--- config.mk ---
export PLATFORM = sky130hd
export DESIGN_NAME = frame_load_bottleneck_classifier
export DESIGN_NICKNAME = d
export VERILOG_FILES = /design/src/rtl/core/flbc_pkg.sv /design/src/rtl/core/frame_load_bottleneck_classifier.sv /design/src/rtl/core/flbc_divider.sv /design/src/rtl/core/flbc_datapath.sv /design/src/rtl/core/flbc_ctrl.sv
export SDC_FILE = /design/constraint.sdc
export NUM_CORES = 2
export LEC_CHECK = 0
export BUFFER_PORTS_ARGS = -buffer_cell sky130_fd_sc_hd__buf_2
export CAP_MARGIN = 20
export CELL_PAD_IN_SITES_DETAIL_PLACEMENT = 1
export CELL_PAD_IN_SITES_GLOBAL_PLACEMENT = 1
export CORE_MARGIN = 2
export CORE_UTILIZATION = 35
export CTS_CLUSTER_DIAMETER = 120
export CTS_CLUSTER_SIZE = 28
export DETAILED_ROUTE_END_ITERATION = 12
export PLACE_DENSITY = 0.6
export SLEW_MARGIN = 20
export SYNTH_ARGS = -nofsm -noshare
export SYNTH_HDL_FRONTEND = slang
export SYNTH_SLANG_ARGS = --single-unit
--- constraint.sdc ---
create_clock -name clk -period 13.3 [get_ports clk]
set_input_delay 0.665 -clock clk [delete_from_list [all_inputs] [get_ports clk]]
set_output_delay 0.665 -clock clk [all_outputs]
set_load 0.05 [all_outputs]
--- src/rtl/core/flbc_pkg.sv ---
// ----------------------------------------------------------------------------
// flbc_pkg
// shared types, codes and constants of the frame load bottleneck classifier
// ----------------------------------------------------------------------------
package flbc_pkg;

  localparam int MAX_STREAMS = 8;
  localparam int AVG_W = 24;
  localparam int DVD_W = 40;
  localparam int CNT_W = 16;

  localparam logic [2:0] REG_ENABLE = 3'd0;
  localparam logic [2:0] REG_FAST_WEIGHT = 3'd1;
  localparam logic [2:0] REG_SLOW_WEIGHT = 3'd2;
  localparam logic [2:0] REG_BOUND_THR = 3'd3;
  localparam logic [2:0] REG_UTIL_THR = 3'd4;
  localparam logic [2:0] REG_IDLE_THR = 3'd5;
  localparam logic [2:0] REG_WARMUP = 3'd6;

  localparam logic [2:0] VERDICT_INSUFFICIENT = 3'd0;
  localparam logic [2:0] VERDICT_CPU_BOUND = 3'd1;
  localparam logic [2:0] VERDICT_GPU_UNDERUSED = 3'd2;
  localparam logic [2:0] VERDICT_GPU_BOUND = 3'd3;
  localparam logic [2:0] VERDICT_BALANCED = 3'd4;

  localparam logic [15:0] CONF_BALANCED = 16'd52429;

  // average select
  localparam logic [1:0] SEL_CPU = 2'd0;
  localparam logic [1:0] SEL_GPU = 2'd1;
  localparam logic [1:0] SEL_FRAME = 2'd2;
  localparam logic [1:0] SEL_UTIL = 2'd3;

  // divide select
  localparam logic [1:0] DIV_CPU_SHARE = 2'd0;
  localparam logic [1:0] DIV_GPU_SHARE = 2'd1;
  localparam logic [1:0] DIV_CPU_STREAMS = 2'd2;

  typedef struct packed {
    logic [15:0] cpu_time;
    logic [15:0] gpu_time;
    logic [15:0] frame_time;
    logic [15:0] gpu_util;
  } in_item_t;

  typedef struct packed {
    logic [2:0]  verdict;
    logic [3:0]  stream_count;
    logic        inject_compute;
    logic [15:0] confidence;
    logic [15:0] cpu_share;
    logic [15:0] gpu_share;
  } out_item_t;

  typedef struct packed {
    logic        enable;
    logic [15:0] fast_weight;
    logic [15:0] slow_weight;
    logic [15:0] bound_threshold;
    logic [15:0] util_threshold;
    logic [15:0] idle_share_threshold;
    logic [7:0]  warmup_frames;
  } cfg_t;

  typedef struct packed {
    logic       load_in;
    logic       ema_step;
    logic [1:0] ema_sel;
    logic       div_start;
    logic       div_capture;
    logic [1:0] div_sel;
    logic       load_out;
  } cmd_t;

  typedef struct packed {
    logic div_done;
  } status_t;

endpackage

--- src/rtl/core/frame_load_bottleneck_classifier.sv ---
// ----------------------------------------------------------------------------
// frame_load_bottleneck_classifier
// per-frame load averages and cpu/gpu bottleneck verdict
// ----------------------------------------------------------------------------
// steps from accept to out_valid: four average updates, three 40-bit divides
//   on one shared restoring divider, then the load of the result register
// accept: a new item is taken only after the last result is loaded; a stalled
//   result holds the next item in its final step
// reset: synchronous active-low; registers return to defaults, averages clear
module frame_load_bottleneck_classifier (
  input  logic                 clk,
  input  logic                 rst_n,
  input  logic                 in_valid,
  output logic                 in_stall,
  input  flbc_pkg::in_item_t   in_data,
  output logic                 out_valid,
  input  logic                 out_stall,
  output flbc_pkg::out_item_t  out_data,
  input  logic                 cfg_wr_en,
  input  logic [2:0]           cfg_index,
  input  logic [15:0]          cfg_wdata
);

  flbc_pkg::cfg_t    cfg_r;
  flbc_pkg::cmd_t    cmd;
  flbc_pkg::status_t status;

  // configuration registers, unknown indexes ignored
  always_ff @(posedge clk) begin
    if (!rst_n) begin
      cfg_r.enable <= 1'b1;
      cfg_r.fast_weight <= 16'd13107;
      cfg_r.slow_weight <= 16'd3277;
      cfg_r.bound_threshold <= 16'd49152;
      cfg_r.util_threshold <= 16'd36045;
      cfg_r.idle_share_threshold <= 16'd32768;
      cfg_r.warmup_frames <= 8'd10;
    end else if (cfg_wr_en) begin
      case (cfg_index)
        flbc_pkg::REG_ENABLE:      cfg_r.enable <= cfg_wdata[0];
        flbc_pkg::REG_FAST_WEIGHT: cfg_r.fast_weight <= cfg_wdata;
        flbc_pkg::REG_SLOW_WEIGHT: cfg_r.slow_weight <= cfg_wdata;
        flbc_pkg::REG_BOUND_THR:   cfg_r.bound_threshold <= cfg_wdata;
        flbc_pkg::REG_UTIL_THR:    cfg_r.util_threshold <= cfg_wdata;
        flbc_pkg::REG_IDLE_THR:    cfg_r.idle_share_threshold <= cfg_wdata;
        flbc_pkg::REG_WARMUP:      cfg_r.warmup_frames <= cfg_wdata[7:0];
        default: ;
      endcase
    end
  end

  // sequencer
  flbc_ctrl u_ctrl (
    .clk       (clk),
    .rst_n     (rst_n),
    .in_valid  (in_valid),
    .in_stall  (in_stall),
    .out_valid (out_valid),
    .out_stall (out_stall),
    .status    (status),
    .cmd       (cmd)
  );

  // averages, divider, verdict and output register
  flbc_datapath u_dp (
    .clk      (clk),
    .rst_n    (rst_n),
    .cfg      (cfg_r),
    .cmd      (cmd),
    .status   (status),
    .in_data  (in_data),
    .out_data (out_data)
  );

endmodule

--- src/rtl/core/flbc_divider.sv ---
// ----------------------------------------------------------------------------
// flbc_divider
// restoring divider, one quotient bit per cycle
// ----------------------------------------------------------------------------
module flbc_divider (
  input  logic                            clk,
  input  logic                            rst_n,
  input  logic                            start,
  input  logic [flbc_pkg::DVD_W-1:0]      dividend,
  input  logic [flbc_pkg::AVG_W-1:0]      divisor,
  output logic                            done,
  output logic [flbc_pkg::DVD_W-1:0]      quotient,
  output logic                            rem_nz
);

  localparam int STEP_W = $clog2(flbc_pkg::DVD_W);

  logic [flbc_pkg::DVD_W-1:0] q_r, q_nxt;
  logic [flbc_pkg::AVG_W-1:0] rem_r, rem_nxt;
  logic [flbc_pkg::AVG_W-1:0] dsr_r, dsr_nxt;
  logic [STEP_W-1:0]          step_r, step_nxt;
  logic                       busy_r, busy_nxt;
  logic                       done_r, done_nxt;
  logic [flbc_pkg::AVG_W:0]   rem_sh;
  logic [flbc_pkg::AVG_W:0]   rem_sub;

  always_comb begin
    rem_sh = {rem_r, q_r[flbc_pkg::DVD_W-1]};
    rem_sub = rem_sh - {1'b0, dsr_r};
    q_nxt = q_r;
    rem_nxt = rem_r;
    dsr_nxt = dsr_r;
    step_nxt = step_r;
    busy_nxt = busy_r;
    done_nxt = 1'b0;
    if (start) begin
      q_nxt = dividend;
      rem_nxt = '0;
      dsr_nxt = divisor;
      step_nxt = '0;
      busy_nxt = 1'b1;
    end else if (busy_r) begin
      if (rem_sh >= {1'b0, dsr_r}) begin
        rem_nxt = rem_sub[flbc_pkg::AVG_W-1:0];
        q_nxt = {q_r[flbc_pkg::DVD_W-2:0], 1'b1};
      end else begin
        rem_nxt = rem_sh[flbc_pkg::AVG_W-1:0];
        q_nxt = {q_r[flbc_pkg::DVD_W-2:0], 1'b0};
      end
      step_nxt = step_r + 1'b1;
      if (step_r == STEP_W'(flbc_pkg::DVD_W - 1)) begin
        busy_nxt = 1'b0;
        done_nxt = 1'b1;
      end
    end
  end

  always_ff @(posedge clk) begin
    q_r <= q_nxt;
    rem_r <= rem_nxt;
    dsr_r <= dsr_nxt;
    step_r <= step_nxt;
    if (!rst_n) begin
      busy_r <= 1'b0;
      done_r <= 1'b0;
    end else begin
      busy_r <= busy_nxt;
      done_r <= done_nxt;
    end
  end

  assign done = done_r;
  assign quotient = q_r;
  assign rem_nz = |rem_r;

endmodule

--- src/rtl/core/flbc_datapath.sv ---
// ----------------------------------------------------------------------------
// flbc_datapath
// frame counter, averages, shared divider and verdict logic
// ----------------------------------------------------------------------------
module flbc_datapath (
  input  logic                 clk,
  input  logic                 rst_n,
  input  flbc_pkg::cfg_t       cfg,
  input  flbc_pkg::cmd_t       cmd,
  output flbc_pkg::status_t    status,
  input  flbc_pkg::in_item_t   in_data,
  output flbc_pkg::out_item_t  out_data
);

  localparam int AW = flbc_pkg::AVG_W;
  localparam int DW = flbc_pkg::DVD_W;

  flbc_pkg::in_item_t  in_r;
  flbc_pkg::out_item_t out_r, out_nxt;
  logic [flbc_pkg::CNT_W-1:0] frames_r, frames_nxt;
  logic [AW-1:0] cpu_avg_r, gpu_avg_r, frame_avg_r, util_avg_r;
  logic [AW-1:0] ema_new;
  logic [AW-1:0] ema_avg, ema_x;
  logic [15:0]   ema_alpha;
  logic signed [AW+1:0]  ema_diff;
  logic signed [AW+18:0] ema_prod;
  logic signed [AW+18:0] ema_rnd;
  logic [DW-1:0] qc_r, qg_r, q6_r;
  logic          rc_nz_r, rg_nz_r;
  logic [AW-1:0] divisor;
  logic [DW-1:0] dividend;
  logic          div_done, div_rem_nz;
  logic [DW-1:0] div_q;
  logic          warm, cpu_bound, gpu_bound, gpu_idle;
  logic [AW:0]   idle;
  logic [AW+3:0] idle_x6;
  logic [3:0]    idle_streams;

  function automatic logic [15:0] sat16(input logic [DW-1:0] v);
    sat16 = (v > DW'(16'hFFFF)) ? 16'hFFFF : v[15:0];
  endfunction

  // ema operand select
  always_comb begin
    case (cmd.ema_sel)
      flbc_pkg::SEL_CPU: begin
        ema_avg = cpu_avg_r; ema_x = {in_r.cpu_time, 8'd0}; ema_alpha = cfg.fast_weight;
      end
      flbc_pkg::SEL_GPU: begin
        ema_avg = gpu_avg_r; ema_x = {in_r.gpu_time, 8'd0}; ema_alpha = cfg.fast_weight;
      end
      flbc_pkg::SEL_FRAME: begin
        ema_avg = frame_avg_r; ema_x = {in_r.frame_time, 8'd0};
        ema_alpha = cfg.fast_weight;
      end
      default: begin
        ema_avg = util_avg_r; ema_x = {in_r.gpu_util, 8'd0}; ema_alpha = cfg.slow_weight;
      end
    endcase
    // avg + round(alpha * (x - avg) / 2^16), or x itself on the first frame
    ema_diff = $signed({2'b00, ema_x}) - $signed({2'b00, ema_avg});
    ema_prod = $signed({1'b0, ema_alpha}) * ema_diff;
    ema_rnd = (ema_prod + (AW+19)'(32768)) >>> 16;
    if (frames_r == flbc_pkg::CNT_W'(1))
      ema_new = ema_x;
    else
      ema_new = ema_avg + ema_rnd[AW-1:0];
  end

  always_comb begin
    frames_nxt = frames_r;
    if (cmd.load_in && cfg.enable && (frames_r != {flbc_pkg::CNT_W{1'b1}}))
      frames_nxt = frames_r + 1'b1;
  end

  always_ff @(posedge clk) begin
    if (!rst_n) begin
      frames_r <= '0;
      cpu_avg_r <= '0;
      gpu_avg_r <= '0;
      frame_avg_r <= '0;
      util_avg_r <= '0;
    end else begin
      frames_r <= frames_nxt;
      if (cmd.ema_step && cfg.enable) begin
        case (cmd.ema_sel)
          flbc_pkg::SEL_CPU:   cpu_avg_r <= ema_new;
          flbc_pkg::SEL_GPU:   gpu_avg_r <= ema_new;
          flbc_pkg::SEL_FRAME: frame_avg_r <= ema_new;
          default:             util_avg_r <= ema_new;
        endcase
      end
    end
  end

  // divider operands
  assign divisor = (frame_avg_r == '0) ? AW'(1) : frame_avg_r;

  always_comb begin
    case (cmd.div_sel)
      flbc_pkg::DIV_CPU_SHARE: dividend = {cpu_avg_r, 16'd0};
      flbc_pkg::DIV_GPU_SHARE: dividend = {gpu_avg_r, 16'd0};
      default:                 dividend = DW'({cpu_avg_r, 2'b00}) + DW'({cpu_avg_r, 1'b0});
    endcase
  end

  flbc_divider u_div (
    .clk      (clk),
    .rst_n    (rst_n),
    .start    (cmd.div_start),
    .dividend (dividend),
    .divisor  (divisor),
    .done     (div_done),
    .quotient (div_q),
    .rem_nz   (div_rem_nz)
  );

  assign status.div_done = div_done;

  always_ff @(posedge clk) begin
    if (cmd.load_in) in_r <= in_data;
    if (cmd.div_capture) begin
      case (cmd.div_sel)
        flbc_pkg::DIV_CPU_SHARE: begin qc_r <= div_q; rc_nz_r <= div_rem_nz; end
        flbc_pkg::DIV_GPU_SHARE: begin qg_r <= div_q; rg_nz_r <= div_rem_nz; end
        default:                 q6_r <= div_q;
      endcase
    end
    if (cmd.load_out) out_r <= out_nxt;
  end

  // verdict
  always_comb begin
    warm = frames_r >= flbc_pkg::CNT_W'(cfg.warmup_frames);
    cpu_bound = (qc_r > DW'(cfg.bound_threshold)) ||
                ((qc_r == DW'(cfg.bound_threshold)) && rc_nz_r);
    gpu_bound = (qg_r > DW'(cfg.bound_threshold)) ||
                ((qg_r == DW'(cfg.bound_threshold)) && rg_nz_r);
    gpu_idle = (util_avg_r < {cfg.util_threshold, 8'd0}) &&
               (qg_r < DW'(cfg.idle_share_threshold));
    idle = (AW+1)'(1 << AW) - {1'b0, util_avg_r};
    idle_x6 = {1'b0, idle, 2'b00} + {2'b00, idle, 1'b0};
    idle_streams = idle_x6[AW+3:AW];
    if (idle_streams < 4'd3) idle_streams = 4'd3;
    if (idle_streams > 4'(flbc_pkg::MAX_STREAMS)) idle_streams = 4'(flbc_pkg::MAX_STREAMS);

    out_nxt.cpu_share = sat16(qc_r >> 2);
    out_nxt.gpu_share = sat16(qg_r >> 2);
    out_nxt.verdict = flbc_pkg::VERDICT_INSUFFICIENT;
    out_nxt.stream_count = 4'd0;
    out_nxt.inject_compute = 1'b0;
    out_nxt.confidence = 16'd0;
    if (warm) begin
      if (cpu_bound) begin
        out_nxt.verdict = flbc_pkg::VERDICT_CPU_BOUND;
        if (q6_r < DW'(2))
          out_nxt.stream_count = 4'd2;
        else if (q6_r > DW'(flbc_pkg::MAX_STREAMS))
          out_nxt.stream_count = 4'(flbc_pkg::MAX_STREAMS);
        else
          out_nxt.stream_count = q6_r[3:0];
        out_nxt.confidence = sat16(qc_r);
      end else if (gpu_idle) begin
        out_nxt.verdict = flbc_pkg::VERDICT_GPU_UNDERUSED;
        out_nxt.stream_count = idle_streams;
        out_nxt.inject_compute = 1'b1;
        out_nxt.confidence = sat16(DW'(idle >> 8));
      end else if (gpu_bound) begin
        out_nxt.verdict = flbc_pkg::VERDICT_GPU_BOUND;
        out_nxt.stream_count = 4'd2;
        out_nxt.confidence = sat16(qg_r);
      end else begin
        out_nxt.verdict = flbc_pkg::VERDICT_BALANCED;
        out_nxt.stream_count = 4'd3;
        out_nxt.confidence = flbc_pkg::CONF_BALANCED;
      end
    end
  end

  assign out_data = out_r;

endmodule

--- src/rtl/core/flbc_ctrl.sv ---
// ----------------------------------------------------------------------------
// flbc_ctrl
// sequencer: average updates, three divides, result hand-off
// ----------------------------------------------------------------------------
module flbc_ctrl (
  input  logic               clk,
  input  logic               rst_n,
  input  logic               in_valid,
  output logic               in_stall,
  output logic               out_valid,
  input  logic               out_stall,
  input  flbc_pkg::status_t  status,
  output flbc_pkg::cmd_t     cmd
);

  localparam logic [2:0] S_IDLE = 3'd0;
  localparam logic [2:0] S_EMA = 3'd1;
  localparam logic [2:0] S_DIV_GO = 3'd2;
  localparam logic [2:0] S_DIV_WAIT = 3'd3;
  localparam logic [2:0] S_DONE = 3'd4;

  logic [2:0] state_r, state_nxt;
  logic [1:0] cnt_r, cnt_nxt;
  logic       out_valid_r, out_valid_nxt;

  always_comb begin
    state_nxt = state_r;
    cnt_nxt = cnt_r;
    cmd = '0;
    cmd.ema_sel = cnt_r;
    cmd.div_sel = cnt_r;
    case (state_r)
      S_IDLE: begin
        if (in_valid) begin
          cmd.load_in = 1'b1;
          cnt_nxt = '0;
          state_nxt = S_EMA;
        end
      end
      S_EMA: begin
        cmd.ema_step = 1'b1;
        cnt_nxt = cnt_r + 1'b1;
        if (cnt_r == flbc_pkg::SEL_UTIL) begin
          cnt_nxt = '0;
          state_nxt = S_DIV_GO;
        end
      end
      S_DIV_GO: begin
        cmd.div_start = 1'b1;
        state_nxt = S_DIV_WAIT;
      end
      S_DIV_WAIT: begin
        if (status.div_done) begin
          cmd.div_capture = 1'b1;
          cnt_nxt = cnt_r + 1'b1;
          state_nxt = S_DIV_GO;
          if (cnt_r == flbc_pkg::DIV_CPU_STREAMS) begin
            cnt_nxt = '0;
            state_nxt = S_DONE;
          end
        end
      end
      S_DONE: begin
        if (!out_valid_r || !out_stall) begin
          cmd.load_out = 1'b1;
          state_nxt = S_IDLE;
        end
      end
      default: state_nxt = S_IDLE;
    endcase
    out_valid_nxt = out_valid_r;
    if (cmd.load_out) out_valid_nxt = 1'b1;
    else if (out_valid_r && !out_stall) out_valid_nxt = 1'b0;
  end

  always_ff @(posedge clk) begin
    if (!rst_n) begin
      state_r <= S_IDLE;
      cnt_r <= '0;
      out_valid_r <= 1'b0;
    end else begin
      state_r <= state_nxt;
      cnt_r <= cnt_nxt;
      out_valid_r <= out_valid_nxt;
    end
  end

  assign in_stall = (state_r != S_IDLE);
  assign out_valid = out_valid_r;

`ifndef SYNTHESIS
  a_load_out_free: assert property (@(posedge clk) disable iff (!rst_n)
    cmd.load_out |-> (!out_valid_r || !out_stall))
    else $error("result loaded over an untaken result");
  a_done_in_wait: assert property (@(posedge clk) disable iff (!rst_n)
    status.div_done |-> (state_r == S_DIV_WAIT))
    else $error("divide finished outside wait state");
  a_accept_starts: assert property (@(posedge clk) disable iff (!rst_n)
    (in_valid && !in_stall) |=> (state_r == S_EMA && cnt_r == 2'd0))
    else $error("accepted item did not start average update");
`endif

endmodule

== After elaboration in Yosys (flattened, before gate mapping) ==
Index checks and enable logic that the tools add are counted.

* Bits in registers: 545
* Input bits: 88
* Output and inout port bits: 58
* Logic and storage cells: 181

* Add/sub/neg operators: 10
* Multiply operators: 1
* Magnitude comparators: 15
* Eq/ne operators: 22
* Muxes and demuxes: 48
* Bitwise operators: 5
* Reduce and logical (&&, ||, !) cells: 42

{| class="wikitable"
|+ Operator list
! operator !! number
|-
| 24-bit case mux with 3 select lines || 2
|-
| 16-bit two-way mux || 7
|-
| 40-bit by 16-bit == test with 1-bit output || 2
|-
| 40-bit by 16-bit > comparator with 1-bit output || 2
|-
| 40-bit by 16-bit > comparator with 1-bit output, second input constant || 2
|-
| 40-bit two-way mux || 2
|-
| 40-bit case mux with 2 select lines || 1
|-
| 38-bit by 16-bit > comparator with 1-bit output, second input constant || 2
|-
| 24-bit two-way mux || 2
|-
| 40-bit by 17-bit adder with 40-bit output, second input constant || 1
|-
| 40-bit by 4-bit > comparator with 1-bit output, second input constant || 1
|-
| 40-bit by 16-bit < comparator with 1-bit output || 1
|-
| 40-bit by 2-bit < comparator with 1-bit output, second input constant || 1
|-
| 17-bit by 25-bit multiplier with 40-bit output || 1
|-
| 27-bit by 26-bit adder with 28-bit output || 1
|-
| 2-bit AND reduction || 14
|-
| 26-bit by 25-bit adder with 27-bit output || 1
|-
| 25-bit by 24-bit >= comparator with 1-bit output || 1
|-
| 24-bit by 24-bit subtractor with 25-bit output || 1
|-
| 25-bit by 24-bit subtractor with 25-bit output, first input constant || 1
|-
| 24-bit adder || 1
|-
| 24-bit zero test || 1
|-
| 24-bit < comparator || 1
|-
| 24-bit OR reduction || 1
|-
| 39 further kinds || 93
|}

== Longest topological paths before layout ==
* Depth in word-level cells: 8
* Mapped depth: 57

== Modules after synthesis ==
A second synthesis with hierarchy kept.

* Cell total of the unflattened synthesis: 4,402
* Area total of the unflattened synthesis: 43,629.3 sq um

{| class="wikitable"
|+ Modules (own cells, without submodules)
! module !! times used !! cells an instance !! area each (sq um) !! seq. area each (sq um)
|-
| flbc_datapath || 1 || 3,557 || 34,534.4 || 9,509.1
|-
| flbc_divider || 1 || 462 || 5,143.7 || 2,562.5
|-
| frame_load_bottleneck_classifier || 1 || 331 || 3,490.8 || 1,781.7
|-
| flbc_ctrl || 1 || 52 || 460.4 || 120.1
|}

== Least setup slack after synthesis ==
Ideal clock, no wire load.

* Path kind: register -> register
* Start: reg u_ctrl.cnt_r[0]
* End: reg u_dp.util_avg_r[21]
* Library setup time: 0.086 ns
* Arrival: 12.417 ns
* Data required time: 13.214 ns
* Slack: 0.797 ns
* Cell stages (with the launch flop): 54
* Buffers on the path: 8
* Path through: dfxtp_1 ha_1 clkbuf_1 inv_2 clkbuf_1 buf_1 buf_1 buf_1 clkbuf_1 mux2i_1 ha_1 o21ai_0 o21ai_0 a21oi_1 nor3_1 nor2_1 o21ai_0 and4_1 [18 not listed] or2_2 a211oi_1 nand2b_1 xor2_1 ha_1 o21a_1 nor2_1 a21o_1 o21ai_0 maj3_1 maj3_2 maj3_2 o2111ai_2 a21oi_1 nor3_2 xnor2_1 mux2i_2 a211oi_1

* Longest elaborated chain between the ends: 7
* Elaborated cells between the ends (all ways): 14
* Classes of those cells: add/sub (3); mul (1); eq/ne (2); mux (4); bitwise (1); reduce/logical (3)

{| class="wikitable"
|+ Ends and longest elaborated chain
! what !! line !! RTL
|-
| start, declared || flbc_ctrl.sv:23 || <nowiki>logic [1:0] cnt_r, cnt_nxt;</nowiki>
|-
| start signal, assigned || flbc_ctrl.sv:83 || <nowiki>cnt_r <= cnt_nxt;</nowiki>
|-
| 2-bit == test, or another cell as far along || flbc_datapath.sv:45, flbc_datapath.sv:86 ||
|-
| 24-bit case mux with 3 select lines or 3-bit OR reduction (tied branches) || -- ||
|-
| 24-bit by 24-bit subtractor with 25-bit output or 16-bit two-way mux (tied branches) || flbc_datapath.sv:61, flbc_datapath.sv:45 ||
|-
| 17-bit by 25-bit multiplier with 40-bit output || flbc_datapath.sv:62 || <nowiki>ema_prod = $signed({1'b0, ema_alpha}) * ema_diff;</nowiki>
|-
| 40-bit by 17-bit adder with 40-bit output || flbc_datapath.sv:63 || <nowiki>ema_rnd = (ema_prod + (AW+19)'(32768)) >>> 16;</nowiki>
|-
| 24-bit adder || flbc_datapath.sv:67 || <nowiki>ema_new = ema_avg + ema_rnd[AW-1:0];</nowiki>
|-
| 24-bit two-way mux || flbc_datapath.sv:64 || <nowiki>if (frames_r == flbc_pkg::CNT_W'(1))</nowiki>
|-
| end signal, assigned || flbc_datapath.sv:90 || <nowiki>default: util_avg_r <= ema_new;</nowiki>
|-
| end, declared || flbc_datapath.sv:21 || <nowiki>logic [AW-1:0] cpu_avg_r, gpu_avg_r, frame_avg_r, util_avg_r;</nowiki>
|}

Parallel ways exist; a longest one is shown, timed or not.
A chain may end at the register's enable or synchronous reset.

== Final worst setup path ==
Ends and elaborated chain as after synthesis.

==> results.toml <==
[run_status]
outcome = "finished, final reports clean"

[sta]
slew_viol_final = 0
setup_viol = 0
period_share = 0.931
slew_headroom = 0.222
tightest_slew_ns = 1.16
fmaxAchievable_mhz = 80.7
rsz0062_at_grt = "no"
hold_viol = 0
min_period_ns = 12.39
setup_tns_ns = 0
timing.clock.skew_ns = 0.0279

[layout]
area_growth_pct = 8.60
final_common_cell = "inv_1"
final_cell_mix = "inv_1, nand2_1, nor2_1, fa_1, edfxtp_1"
num-fill-cells = 13802
nets = 5354
drive_gt1_frac = 0.0754

[synth]
avgSynthCellArea_um2 = 9.34
synth_flop_cell = "edfxtp_1"
yosysSeqAreaShare = 0.332
synth-async-reset-ratio = 0
synth_edf_count = 306
syn_area_um2 = 42100
yosysUniqueCellTypes = 86
synthCells = 4507
yosys_warnings = 0
synth-seq-cells = 545
syn_nets = 5273

[floorplanning]
chipWidth_um = 351
ios = 146
initial_core_util = 0.352
die_y_um = 351
rows = 127
dieArea_um2 = 123000
core-area_um2 = 120000

[routing]
wl_um = 137000
route.detailed.drc = 0
via_per_inst = 5.17
drtAntennaViolNets = 0
first_pass_iters = 8
routedWlPerCell_um = 22.1
dr_total_vias = 32170
drt-initial-drc-count = 2093

[global_routing]
grt_max_degree = 79
grt_usage = 0.224
grt_pass1_wl_um = 209000
antenna_found_initial = 5
grt_pass1_vias = 33642
gr-total-overflow = 0

[place]
dpl.hpwl_um = 109000
io_buffer_count = 145
gp_congestion = 0.899

[setup_path]
crit_path_frequent_cell = "fa_1"
path_max_fanout = 27
required_ns = 13.77
end_kind = "register"
start_kind = "register"
max_stage_delay_ns = 0.59
critPathSlowestCell = "fa_1"
critPathKind = "register to register"
arrival_ns = 12.86

[clock_network]
clock_sinks = 545
clockBufferDepth = 3
cts_tree = "yes"
root_buffer = "clkbuf_16"
holdBufCountCts = 0
clk_latency_ns = 0.63
cts_buffers = 24
path_clk_slew_ns = 0.11
htreeDepth = 1

[hold_path]
hp-class = "primary input to register"

[job]
cap_viol_max_count = 0
## state kept, by name, summed over array words and instances (netlist names), 40 cells and up
| name | flops |
|---|---|
| u_dp.u_div.quotient | 40 |
| cfg_r | 89 |
| u_dp.qg_r | 40 |
| u_dp.out_data | 56 |
| u_dp.qc_r | 40 |
| u_dp.q6_r | 40 |
| u_dp.in_r | 64 |
## area by class of cell
cell class | instances | area (µm²) | area share
clock buffer | 37 | 702 | 0.0154
timing repair buffer | 232 | 1380 | 0.0302
sequential | 545 | 14000 | 0.306
clock inverter | 5 | 53.8 | 0.00118
multi-input combinational | 3146 | 25200 | 0.551
inverter | 639 | 2400 | 0.0525
antenna | 4 | 10.0 | 0.000219
tap | 1612 | 2020 | 0.0441
## path summary, 6_finish.rpt
path	depth (start not counted)	start	slack, ns	end
setup / recovery	47	u_ctrl.cnt_r[0]$_SDFFE_PN0P_	0.91	u_dp.util_avg_r[21]$_SDFFE_PN0P_
hold / removal	1	in_data[25]	0.21	u_dp.in_r[25]$_DFFE_PP_
setup reg to reg	47	u_ctrl.cnt_r[0]$_SDFFE_PN0P_	0.91	u_dp.util_avg_r[21]$_SDFFE_PN0P_
hold reg to reg	2	cfg_r[43]$_SDFFE_PN0P_	0.46	cfg_r[43]$_SDFFE_PN0P_
## per-stage QoR
step / area [µm²] / hold WS, ns / util / std cells / worst slack [ns]
2_1_floorplan: 42100 / 0.433 / - / 4507 / 0.797
3_3_place_gp: 44900 / 0.442 / 0.375 / 6172 / 0.988
3_5_place_dp: 44900 / 0.448 / 0.375 / 6172 / 0.787
4_1_cts: 45700 / 0.166 / 0.382 / 6214 / 0.694
5_1_grt: 45700 / 0.177 / 0.382 / 6218 / 0.00189
6_report: 45700 / 0.206 / 0.382 / 6220 / 0.915
## synth_stat cells, types with 9 or more instances
| library cell | count | area share |
|---|---|---|
| a211oi_1 | 37 | 0.0066 |
| a21o_1 | 55 | 0.0098 |
| a21oi_1 | 273 | 0.032 |
| a222oi_1 | 21 | 0.0050 |
| a22o_1 | 10 | 0.0021 |
| a22oi_1 | 21 | 0.0037 |
| a31oi_1 | 44 | 0.0065 |
| and2_1 | 39 | 0.0058 |
| and3_1 | 13 | 0.0019 |
| buf_1 | 14 | 0.0012 |
| clkbuf_1 | 157 | 0.014 |
| dfxtp_1 | 239 | 0.11 |
| edfxtp_1 | 306 | 0.22 |
| fa_1 | 381 | 0.18 |
| ha_1 | 297 | 0.088 |
| inv_1 | 635 | 0.057 |
| mux2_2 | 14 | 0.0037 |
| mux2i_1 | 48 | 0.011 |
| nand2_1 | 533 | 0.048 |
| nand2b_1 | 101 | 0.015 |
| nand3_1 | 73 | 0.0087 |
| nand4_1 | 36 | 0.0054 |
| nor2_1 | 455 | 0.041 |
| nor2b_1 | 50 | 0.0074 |
| nor3_1 | 58 | 0.0069 |
| nor4_1 | 40 | 0.0059 |
| o211ai_1 | 28 | 0.0050 |
| o21a_1 | 37 | 0.0066 |
| o21ai_0 | 132 | 0.016 |
| o21bai_1 | 16 | 0.0029 |
| o22ai_1 | 9 | 0.0013 |
| o311ai_0 | 9 | 0.0019 |
| o31ai_1 | 10 | 0.0018 |
| or2_2 | 16 | 0.0024 |
| or3_1 | 15 | 0.0022 |
| xnor2_1 | 104 | 0.022 |
| xor2_1 | 63 | 0.013 |
## critical path, delay by kind of cell, from the launching register on
family                     cells  cell delay, ns
adders and majority gates     10            4.46
muxes                          1            0.30
xor gates and xnor gates       3            0.35
DFF                            1            0.42
AOI/OAI and AO/OA             19            4.24
and+or+nand+nor                9            1.98
buffers and inverters          5            0.46
## kinds of logic after synthesis
kind of cell    share of synthesized area
simple gates                        0.157
buf+inv                            0.0729
compound gates                      0.117
fa+ha+maj                           0.271
flops                               0.332
xor+xnor                           0.0348
mux                                0.0161
## timing repair
action,4_1_cts,5_1_grt
gates resized for setup,0,2
buffers inserted,0,2
setup endpoints to repair,0,33
## routing by layer
metal	part of all wire	up-vias	global-route usage
met5	0	-	0
met4	0.030	0	0.0620
met3	0.041	157	0.0211
li1	-	15108	-
met2	0.47	632	0.378
met1	0.46	16273	0.305
Power is left out: the tool's default activity adds up to more than one toggle a clock period on the data nets, which glitch-free logic cannot reach.
